<file path="config.mk">
export PLATFORM = sky130hd
export DESIGN_NAME = catmull_rom_path_stepper
export DESIGN_NICKNAME = d
export VERILOG_FILES = /design/src/cmrs_pkg.sv /design/src/catmull_rom_path_stepper.sv /design/src/cmrs_ctrl.sv /design/src/cmrs_datapath.sv
export SDC_FILE = /design/constraint.sdc
export NUM_CORES = 2
export LEC_CHECK = 0
export BUFFER_PORTS_ARGS = -buffer_cell sky130_fd_sc_hd__buf_4
export CORE_MARGIN = 5
export CORE_UTILIZATION = 40
export DETAILED_ROUTE_END_ITERATION = 10
export PLACE_DENSITY = 0.55
export SETUP_SLACK_MARGIN = 0.15
export SLEW_MARGIN = 0
export SYNTH_ARGS = -nofsm -noshare
export SYNTH_HDL_FRONTEND = slang
export SYNTH_SLANG_ARGS = --single-unit
</file>
<file path="constraint.sdc">
create_clock -name clk_i -period 7.6 [get_ports clk_i]
set_input_delay 1.52 -clock clk_i [delete_from_list [all_inputs] [get_ports clk_i]]
set_output_delay 1.52 -clock clk_i [all_outputs]
set_load 0.03 [all_outputs]
</file>
<file path="src/cmrs_pkg.sv">
package cmrs_pkg;

  // Default build
  localparam int DefCoordBits = 16;
  localparam int DefFracBits  = 16;

  // Fixed field widths
  localparam int TimeStepW = 16;
  localparam int SpeedW    = 16;
  localparam int OutW      = 18;
  localparam int CfgIdxW   = 3;

  // Register indexes on the configuration port
  localparam logic [CfgIdxW-1:0] RegPoint0    = 3'd0;
  localparam logic [CfgIdxW-1:0] RegPoint1    = 3'd1;
  localparam logic [CfgIdxW-1:0] RegPoint2    = 3'd2;
  localparam logic [CfgIdxW-1:0] RegPoint3    = 3'd3;
  localparam logic [CfgIdxW-1:0] RegSpeed     = 3'd4;
  localparam logic [CfgIdxW-1:0] RegRunEnable = 3'd5;

  // Axis selects
  localparam logic [1:0] AxisX = 2'd0;
  localparam logic [1:0] AxisY = 2'd1;
  localparam logic [1:0] AxisZ = 2'd2;

  // Polynomial coefficient selects
  localparam logic [1:0] CoefA0 = 2'd0;
  localparam logic [1:0] CoefA1 = 2'd1;
  localparam logic [1:0] CoefA2 = 2'd2;
  localparam logic [1:0] CoefA3 = 2'd3;

  typedef struct packed {
    logic       accept;    // capture the time step beat
    logic       advance;   // clamp and advance the parameter
    logic       init;      // capture t, load the cubic coefficient
    logic       mul;       // multiply accumulator by t
    logic       acc;       // round product, add next coefficient
    logic       store;     // round, saturate and keep one coordinate
    logic       load_out;  // move the finished point to the output register
    logic [1:0] axis;
    logic [1:0] coef;
  } cmrs_cmd_t;

endpackage

</file>
<file path="src/catmull_rom_path_stepper.sv">
// Catmull-Rom path stepper: each time_step beat on the slave stream advances
// the segment parameter (when run_enable is set) by time_step * travel_speed,
// then evaluates the uniform Catmull-Rom segment from P1 to P2 at
// min(parameter, 1.0) and sends one beat with x, y, z, the parameter used and
// the done flag. Items are handled one at a time: the next item is taken only
// after the previous one has been moved into the output register, and that
// move waits while the master side stalls. The idle state takes the beat, then
// the parameter advances, then each axis gets the Horner evaluation on a
// single shared multiplier (coefficient load, three multiply and
// round-accumulate pairs, round and saturate), then the result moves into the output
// register. A waiting result beat does not block the next item; a second
// result waits until the first has been taken.
// Configuration writes are taken on any cycle with cfg_we_i high and must
// only come while the block is idle.
module catmull_rom_path_stepper
  import cmrs_pkg::*;
#(
  parameter int COORD_BITS = DefCoordBits,
  parameter int FRAC_BITS  = DefFracBits
) (
  input  logic                          clk_i,
  input  logic                          rst_ni,
  // configuration
  input  logic                          cfg_we_i,
  input  logic [CfgIdxW-1:0]            cfg_index_i,
  input  logic [3*COORD_BITS-1:0]       cfg_data_i,
  // slave stream
  input  logic                          s_axis_tvalid,
  output logic                          s_axis_tready,
  input  logic [TimeStepW-1:0]          s_axis_tdata,  // time_step
  // master stream
  output logic                          m_axis_tvalid,
  input  logic                          m_axis_tready,
  // pos_x, pos_y, pos_z, param_used, path_done, zero pad
  output logic [((3*OutW+FRAC_BITS+2+7)/8)*8-1:0] m_axis_tdata
);

  localparam int OutTdW = ((3 * OutW + FRAC_BITS + 2 + 7) / 8) * 8;

  cmrs_cmd_t              cmd;
  logic signed [OutW-1:0] pos_x, pos_y, pos_z;
  logic [FRAC_BITS:0]     param_used;
  logic                   path_done;

  cmrs_ctrl u_ctrl (
    .clk_i         (clk_i),
    .rst_ni        (rst_ni),
    .s_axis_tvalid (s_axis_tvalid),
    .s_axis_tready (s_axis_tready),
    .m_axis_tvalid (m_axis_tvalid),
    .m_axis_tready (m_axis_tready),
    .cmd_o         (cmd)
  );

  cmrs_datapath #(
    .COORD_BITS (COORD_BITS),
    .FRAC_BITS  (FRAC_BITS)
  ) u_datapath (
    .clk_i        (clk_i),
    .rst_ni       (rst_ni),
    .cfg_we_i     (cfg_we_i),
    .cfg_index_i  (cfg_index_i),
    .cfg_data_i   (cfg_data_i),
    .time_step_i  (s_axis_tdata),
    .cmd_i        (cmd),
    .pos_x_o      (pos_x),
    .pos_y_o      (pos_y),
    .pos_z_o      (pos_z),
    .param_used_o (param_used),
    .path_done_o  (path_done)
  );

  assign m_axis_tdata = OutTdW'({path_done, param_used, pos_z, pos_y, pos_x});

endmodule

</file>
<file path="src/cmrs_ctrl.sv">
module cmrs_ctrl
  import cmrs_pkg::*;
(
  input  logic      clk_i,
  input  logic      rst_ni,
  input  logic      s_axis_tvalid,
  output logic      s_axis_tready,
  output logic      m_axis_tvalid,
  input  logic      m_axis_tready,
  output cmrs_cmd_t cmd_o
);

  typedef enum logic [2:0] {
    S_IDLE,
    S_ADV,
    S_INIT,
    S_MUL,
    S_ACC,
    S_STORE,
    S_OUT
  } state_e;

  state_e     state_q;
  logic [1:0] axis_q;
  logic [1:0] coef_q;
  logic       m_valid_q;

  assign s_axis_tready = (state_q == S_IDLE);
  assign m_axis_tvalid = m_valid_q;

  always_comb begin
    cmd_o          = '0;
    cmd_o.accept   = s_axis_tvalid && (state_q == S_IDLE);
    cmd_o.advance  = (state_q == S_ADV);
    cmd_o.init     = (state_q == S_INIT);
    cmd_o.mul      = (state_q == S_MUL);
    cmd_o.acc      = (state_q == S_ACC);
    cmd_o.store    = (state_q == S_STORE);
    cmd_o.load_out = (state_q == S_OUT) && (!m_valid_q || m_axis_tready);
    cmd_o.axis     = axis_q;
    cmd_o.coef     = (state_q == S_INIT) ? CoefA3 : coef_q;
  end

  always_ff @(posedge clk_i or negedge rst_ni) begin
    if (!rst_ni) begin
      state_q   <= S_IDLE;
      axis_q    <= AxisX;
      coef_q    <= CoefA2;
      m_valid_q <= 1'b0;
    end else begin
      if (cmd_o.load_out) begin
        m_valid_q <= 1'b1;
      end else if (m_axis_tready) begin
        m_valid_q <= 1'b0;
      end
      unique case (state_q)
        S_IDLE: begin
          if (s_axis_tvalid) begin
            state_q <= S_ADV;
          end
        end
        S_ADV: begin
          axis_q  <= AxisX;
          state_q <= S_INIT;
        end
        S_INIT: begin
          coef_q  <= CoefA2;
          state_q <= S_MUL;
        end
        S_MUL: begin
          state_q <= S_ACC;
        end
        S_ACC: begin
          if (coef_q == CoefA0) begin
            state_q <= S_STORE;
          end else begin
            coef_q  <= coef_q - 2'd1;
            state_q <= S_MUL;
          end
        end
        S_STORE: begin
          if (axis_q == AxisZ) begin
            state_q <= S_OUT;
          end else begin
            axis_q  <= axis_q + 2'd1;
            state_q <= S_INIT;
          end
        end
        S_OUT: begin
          // hold until the output register is free
          if (!m_valid_q || m_axis_tready) begin
            state_q <= S_IDLE;
          end
        end
        default: state_q <= S_IDLE;
      endcase
    end
  end

  a_load_free: assert property (@(posedge clk_i) disable iff (!rst_ni)
    cmd_o.load_out |-> (!m_valid_q || m_axis_tready))
    else $error("output register overwritten while a beat waits");

  a_accept_adv: assert property (@(posedge clk_i) disable iff (!rst_ni)
    (s_axis_tvalid && s_axis_tready) |=> (state_q == S_ADV))
    else $error("accepted beat did not start an advance");

  a_axis_range: assert property (@(posedge clk_i) disable iff (!rst_ni)
    (state_q != S_IDLE) |-> (axis_q != 2'd3))
    else $error("axis counter out of range");

  a_coef_acc: assert property (@(posedge clk_i) disable iff (!rst_ni)
    (state_q == S_ACC) |-> (coef_q != CoefA3))
    else $error("outer coefficient reused in accumulate step");

endmodule

</file>
<file path="src/cmrs_datapath.sv">
module cmrs_datapath
  import cmrs_pkg::*;
#(
  parameter int COORD_BITS = DefCoordBits,
  parameter int FRAC_BITS  = DefFracBits
) (
  input  logic                        clk_i,
  input  logic                        rst_ni,
  input  logic                        cfg_we_i,
  input  logic [CfgIdxW-1:0]          cfg_index_i,
  input  logic [3*COORD_BITS-1:0]     cfg_data_i,
  input  logic [TimeStepW-1:0]        time_step_i,
  input  cmrs_cmd_t                   cmd_i,
  output logic signed [OutW-1:0]      pos_x_o,
  output logic signed [OutW-1:0]      pos_y_o,
  output logic signed [OutW-1:0]      pos_z_o,
  output logic [FRAC_BITS:0]          param_used_o,
  output logic                        path_done_o
);

  localparam int C     = COORD_BITS;
  localparam int PtW   = 3 * C;
  localparam int PW    = FRAC_BITS + 2;
  localparam int SpdPW = TimeStepW + SpeedW;
  localparam int IncW  = SpdPW - (24 - FRAC_BITS);
  localparam int SumW  = ((IncW > PW) ? IncW : PW) + 1;
  localparam int SW    = C + 6;
  localparam int PRW   = SW + FRAC_BITS + 2;
  localparam int EW    = (SW > OutW) ? SW : OutW;

  localparam logic [PW-1:0]          ParamOne = PW'(1) << FRAC_BITS;
  localparam logic [SumW-1:0]        ParamMax = SumW'({PW{1'b1}});
  localparam logic signed [PRW-1:0]  PrHalf   = PRW'(1) << (FRAC_BITS - 1);
  localparam logic signed [EW-1:0]   SatHi    = EW'(2 ** (OutW - 1) - 1);
  localparam logic signed [EW-1:0]   SatLo    = -SatHi - EW'(1);

  logic [PtW-1:0]    pt_q [4];
  logic [SpeedW-1:0] speed_q;
  logic              run_en_q;
  logic [PW-1:0]     param_q;
  logic              done_q;

  logic [SpdPW-1:0]         spd_prod_q;
  logic [FRAC_BITS:0]       t_q;
  logic signed [SW-1:0]     s_q;
  logic signed [PRW-1:0]    mprod_q;
  logic signed [OutW-1:0]   pos_q [3];

  logic signed [OutW-1:0]   out_x_q, out_y_q, out_z_q;
  logic [FRAC_BITS:0]       out_t_q;
  logic                     out_done_q;

  // Parameter advance
  logic [PW-1:0]   base;
  logic [IncW-1:0] inc;
  logic [SumW-1:0] sum;
  logic [PW-1:0]   param_next;

  assign base       = (param_q >= ParamOne) ? ParamOne : param_q;
  assign inc        = spd_prod_q[SpdPW-1:24-FRAC_BITS];
  assign sum        = SumW'(base) + SumW'(inc);
  assign param_next = (sum > ParamMax) ? {PW{1'b1}} : sum[PW-1:0];

  // Coefficients of the selected axis
  logic signed [SW-1:0] p0, p1, p2, p3;
  logic signed [SW-1:0] a0, a1, a2, a3, coef;

  always_comb begin
    unique case (cmd_i.axis)
      AxisX: begin
        p0 = SW'(signed'(pt_q[0][C-1:0]));
        p1 = SW'(signed'(pt_q[1][C-1:0]));
        p2 = SW'(signed'(pt_q[2][C-1:0]));
        p3 = SW'(signed'(pt_q[3][C-1:0]));
      end
      AxisY: begin
        p0 = SW'(signed'(pt_q[0][2*C-1:C]));
        p1 = SW'(signed'(pt_q[1][2*C-1:C]));
        p2 = SW'(signed'(pt_q[2][2*C-1:C]));
        p3 = SW'(signed'(pt_q[3][2*C-1:C]));
      end
      AxisZ: begin
        p0 = SW'(signed'(pt_q[0][3*C-1:2*C]));
        p1 = SW'(signed'(pt_q[1][3*C-1:2*C]));
        p2 = SW'(signed'(pt_q[2][3*C-1:2*C]));
        p3 = SW'(signed'(pt_q[3][3*C-1:2*C]));
      end
      default: begin
        p0 = '0;
        p1 = '0;
        p2 = '0;
        p3 = '0;
      end
    endcase
  end

  assign a0 = p1 <<< 1;
  assign a1 = p2 - p0;
  assign a2 = (p0 <<< 1) - ((p1 <<< 2) + p1) + (p2 <<< 2) - p3;
  assign a3 = ((p1 <<< 1) + p1) - p0 - ((p2 <<< 1) + p2) + p3;

  always_comb begin
    unique case (cmd_i.coef)
      CoefA0:  coef = a0;
      CoefA1:  coef = a1;
      CoefA2:  coef = a2;
      default: coef = a3;
    endcase
  end

  // Round to nearest, ties up: add half then floor
  logic signed [PRW-1:0] prod_rnd;
  logic signed [SW-1:0]  half_s;
  logic signed [EW-1:0]  fin;
  logic signed [OutW-1:0] fin_sat;

  assign prod_rnd = (mprod_q + PrHalf) >>> FRAC_BITS;
  assign half_s   = (s_q + SW'(1)) >>> 1;
  assign fin      = EW'(half_s);
  assign fin_sat  = (fin > SatHi) ? OutW'(SatHi) :
                    (fin < SatLo) ? OutW'(SatLo) : OutW'(fin);

  always_ff @(posedge clk_i or negedge rst_ni) begin
    if (!rst_ni) begin
      pt_q[0]  <= '0;
      pt_q[1]  <= '0;
      pt_q[2]  <= '0;
      pt_q[3]  <= '0;
      speed_q  <= '0;
      run_en_q <= 1'b0;
      param_q  <= '0;
      done_q   <= 1'b0;
    end else begin
      if (cfg_we_i) begin
        case (cfg_index_i)
          RegPoint0:    pt_q[0]  <= cfg_data_i;
          RegPoint1:    pt_q[1]  <= cfg_data_i;
          RegPoint2:    pt_q[2]  <= cfg_data_i;
          RegPoint3:    pt_q[3]  <= cfg_data_i;
          RegSpeed:     speed_q  <= cfg_data_i[SpeedW-1:0];
          RegRunEnable: run_en_q <= cfg_data_i[0];
          default: ;
        endcase
      end
      if (cmd_i.advance && run_en_q) begin
        param_q <= param_next;
        if (param_q >= ParamOne) begin
          done_q <= 1'b1;
        end
      end
    end
  end

  always_ff @(posedge clk_i) begin
    if (cmd_i.accept) begin
      spd_prod_q <= SpdPW'(time_step_i) * SpdPW'(speed_q);
    end
    if (cmd_i.init) begin
      t_q <= (param_q > ParamOne) ? ParamOne[FRAC_BITS:0] : param_q[FRAC_BITS:0];
      s_q <= coef;
    end
    if (cmd_i.mul) begin
      mprod_q <= PRW'(s_q) * PRW'(signed'({1'b0, t_q}));
    end
    if (cmd_i.acc) begin
      s_q <= coef + SW'(prod_rnd);
    end
    if (cmd_i.store) begin
      unique case (cmd_i.axis)
        AxisX:   pos_q[0] <= fin_sat;
        AxisY:   pos_q[1] <= fin_sat;
        default: pos_q[2] <= fin_sat;
      endcase
    end
    if (cmd_i.load_out) begin
      out_x_q    <= pos_q[0];
      out_y_q    <= pos_q[1];
      out_z_q    <= pos_q[2];
      out_t_q    <= t_q;
      out_done_q <= done_q;
    end
  end

  assign pos_x_o      = out_x_q;
  assign pos_y_o      = out_y_q;
  assign pos_z_o      = out_z_q;
  assign param_used_o = out_t_q;
  assign path_done_o  = out_done_q;

endmodule
</file>
==> results.json <==
{
  "status": "completed",
  "grt_pass1_vias": 33783,
  "wl_per_cell_um": 19.5,
  "syn_avg_cell_area_um2": 10.3,
  "dp_hpwl_um": 96300,
  "cts_tree": "done",
  "cp.required_ps": 8010,
  "start_util": 0.401,
  "ios": 146,
  "htreeDepth": 2,
  "arrival_ps": 7650,
  "hold_viol_final": 0,
  "diodes": 0,
  "multiInputGateArea_mm2": 0.0307,
  "max_stage_delay_ps": 640,
  "grt.total_usage": 0.200,
  "finalCriticalPeriod_ps": 7240,
  "ant_nets": 0,
  "drc": 0,
  "grt_max_degree": 176,
  "avgViaCountPerCell": 5.04,
  "rows": 125,
  "syn_area_mm2": 0.0464,
  "tightest_slew_ps": 1130,
  "ys_seq_area_frac": 0.265,
  "nFillCells": 11049,
  "stdcell_count": 6249,
  "grt_overflow": 0,
  "die_area_mm2": 0.123,
  "synth_cell_types": 86,
  "clk_latency_ps": 680,
  "placed_cells": 6123,
  "dr.pass1.iters": 6,
  "wl_met1_um": 56200,
  "grt_setup_unrepaired": "true",
  "clock.fmax_mhz": 138,
  "slew_violations": 0,
  "critPathKind": "register to register",
  "critPathMaxFanout": 7,
  "place_congestion": 0.872,
  "synth.net_count": 5548,
  "routed.top_layer": "met4",
  "grt_pass1_wl_um": 193000,
  "numCtsBuffers": 51,
  "cts_hold_buf": 0,
  "ys_top_cells_by_count": "inv_1 (816), fa_1 (667), nand2_1 (561)",
  "setup_ws_ps": 358,
  "drive_above_1_share": 0.164,
  "crit_top_cell": "a21o_1",
  "area_growth_pct": 12.8,
  "hp-class": "register to register",
  "crit_path_end_kind": "register",
  "routed_wirelength_um": 122000,
  "postSynthCellCount": 4501,
  "setup-tns-final_ps": 0,
  "ff_latch_area_mm2": 0.0123,
  "cap_violations": 0,
  "yosys_warnings": 0,
  "io_buffers": 145,
  "max_slew_margin": 0.244,
  "setup_viol": 0,
  "fp.dieH_um": 351,
  "antenna_found_initial": 3,
  "cts_buffer_depth": 3,
  "ys_ff_latch": 448,
  "dp_slack_ps": -89.5,
  "wl_met3_um": 4760,
  "whs_ps": 382,
  "clock_skew_ps": 84.4,
  "core_area_mm2": 0.116,
  "crit_path_start_kind": "register",
  "dr_wl_met2_um": 58100,
  "cts.sinks": 448,
  "synth.area.top_cells": "fa_1 (29%), edfxtp_1 (14%), dfrtp_1 (13%)",
  "finalNetCount": 5730,
  "synth_edf_count": 212,
  "dominantRegCellSynth": "dfrtp_1",
  "yosysMostFrequentCell": "inv_1",
  "clk_pin_slew_worst_paths_ps": 60,
  "cpMaxStageDelayCell": "a222oi_1",
  "dr_total_vias": 31503,
  "yosysTopAreaCell": "fa_1",
  "die_x_um": 351,
  "asyncSetResetFlopFracSynth": 0.527,
  "synth_top_area_share": 0.288,
  "post-route-period-util": 0.953,
  "drt_iter0_markers": 1823,
  "cts_root_buffer": "clkbuf_16"
}
==> cell type report <==
cell class,count,area share
clock buffer,62,0.0267
clock inverter,33,0.00858
inverter,816,0.0586
multi-input combinational,3040,0.587
sequential,448,0.235
tap,1524,0.0364
timing repair buffer,326,0.0481
==> per-stage QoR <==
stage | cell area (um2) | util
after global routing | 52300 | 0.452
after floorplan | 46400 | -
after detailed placement | 49900 | 0.431
after CTS | 51900 | 0.448
final | 52300 | 0.452
after global placement | 49900 | 0.431
==> metal layers <==
| layer | vias up | global-route usage |
|---|---|---|
| met5 | - | 0 |
| met4 | 0 | 0.0459 |
| met3 | 135 | 0.0267 |
| met2 | 571 | 0.334 |
| met1 | 16111 | 0.280 |
| li1 | 14686 | - |
==> kinds of logic (layout without fill, tap and decap cells) <==
group,count (synthesis),in the layout,share of synthesized area
other,1,1,0.0000808
AO/OA/AOI/OAI,486,486,0.0746
buffers and inverters,1013,1237,0.0823
XOR/XNOR,170,170,0.0321
AND/OR/NAND/NOR,1181,1181,0.120
multiplexers,227,227,0.0550
adder cells (fa/ha/maj),975,975,0.371
flip-flops,448,448,0.265
==> state kept, by name, indices dropped and copies added (netlist names), 2 cells and up <==
signal / cells
u_datapath.pt_q: 192
u_datapath.pos_q: 54
u_ctrl.axis_q: 2
m_axis_tdata: 54
u_datapath.param_q: 18
u_ctrl.coef_q: 2
u_datapath.mprod_q: 23
u_datapath.t_q: 17
u_datapath.param_used_o: 17
u_datapath.speed_q: 16
u_ctrl.state_q: 3
u_datapath.spd_prod_q: 24
u_datapath.s_q: 22
==> worst paths after layout <==
kind,depth (start not counted),from,slack (ps),to
worst max-delay path,28,u_ctrl.axis_q[1]$_DFFE_PN0P_,360,u_datapath.s_q[19]$_DFFE_PP_
worst min-delay path,0,u_datapath.pos_q[0][11]$_DFFE_PP_,380,m_axis_tdata[11]$_DFFE_PP_
worst max register to register,28,u_ctrl.axis_q[1]$_DFFE_PN0P_,360,u_datapath.s_q[19]$_DFFE_PP_
worst min register to register,0,u_datapath.pos_q[0][11]$_DFFE_PP_,380,m_axis_tdata[11]$_DFFE_PP_
max in group asynchronous,2,rst_ni,5340,u_datapath.param_q[17]$_DFFE_PN0P_
min in group asynchronous,1,rst_ni,800,u_datapath.pt_q[55]$_DFFE_PN0P_
==> layout by cell type, fill, tap and decap left out, types with 6 or more instances in the layout <==
cell	Yosys	final
a211oi_1	15	10
a211oi_2	3	7
a21o_1	48	48
a21oi_1	105	96
a21oi_2	14	21
a222oi_1	38	38
a22oi_1	9	7
a31o_2	19	19
a31oi_1	23	18
and2_1	274	273
and3_1	31	29
buf_4	1	316
bufinv_16	0	8
clkbuf_16	0	52
clkbuf_8	0	6
clkinv_2	0	8
dfrtp_1	235	234
edfxtp_1	212	212
fa_1	667	665
ha_1	308	298
ha_4	0	6
inv_1	816	815
mux2_2	223	223
nand2_1	561	560
nand2b_1	20	20
nand3_1	45	44
nand4_1	10	10
nor2_1	142	132
nor2_2	0	7
nor2b_1	18	18
nor3_1	36	32
o211ai_1	7	7
o21a_1	22	22
o21ai_0	86	79
o21ai_1	7	11
o21bai_1	11	11
o22ai_1	7	7
or2_2	11	10
xnor2_1	106	105
xor2_1	64	64
==> critical path: cells and delay by family (launching register included) <==
kind	cells	cell delay [ps]
fa+ha+maj	7	2420
buf+inv	5	580
flops	1	460
mux	1	260
compound gates	11	2610
xor+xnor	2	370
simple gates	2	290
==> timing repair <==
item / in CTS / in global routing
endpoints found under the setup margin: 4 / 11
pin swaps: 5 / 45
cloned: 0 / 0
gates resized for setup: 18 / 69
buffers inserted: 8 / 23
Power is not shown: default switching activity piles up to over one toggle a cycle in this logic, so the estimate is an artifact.
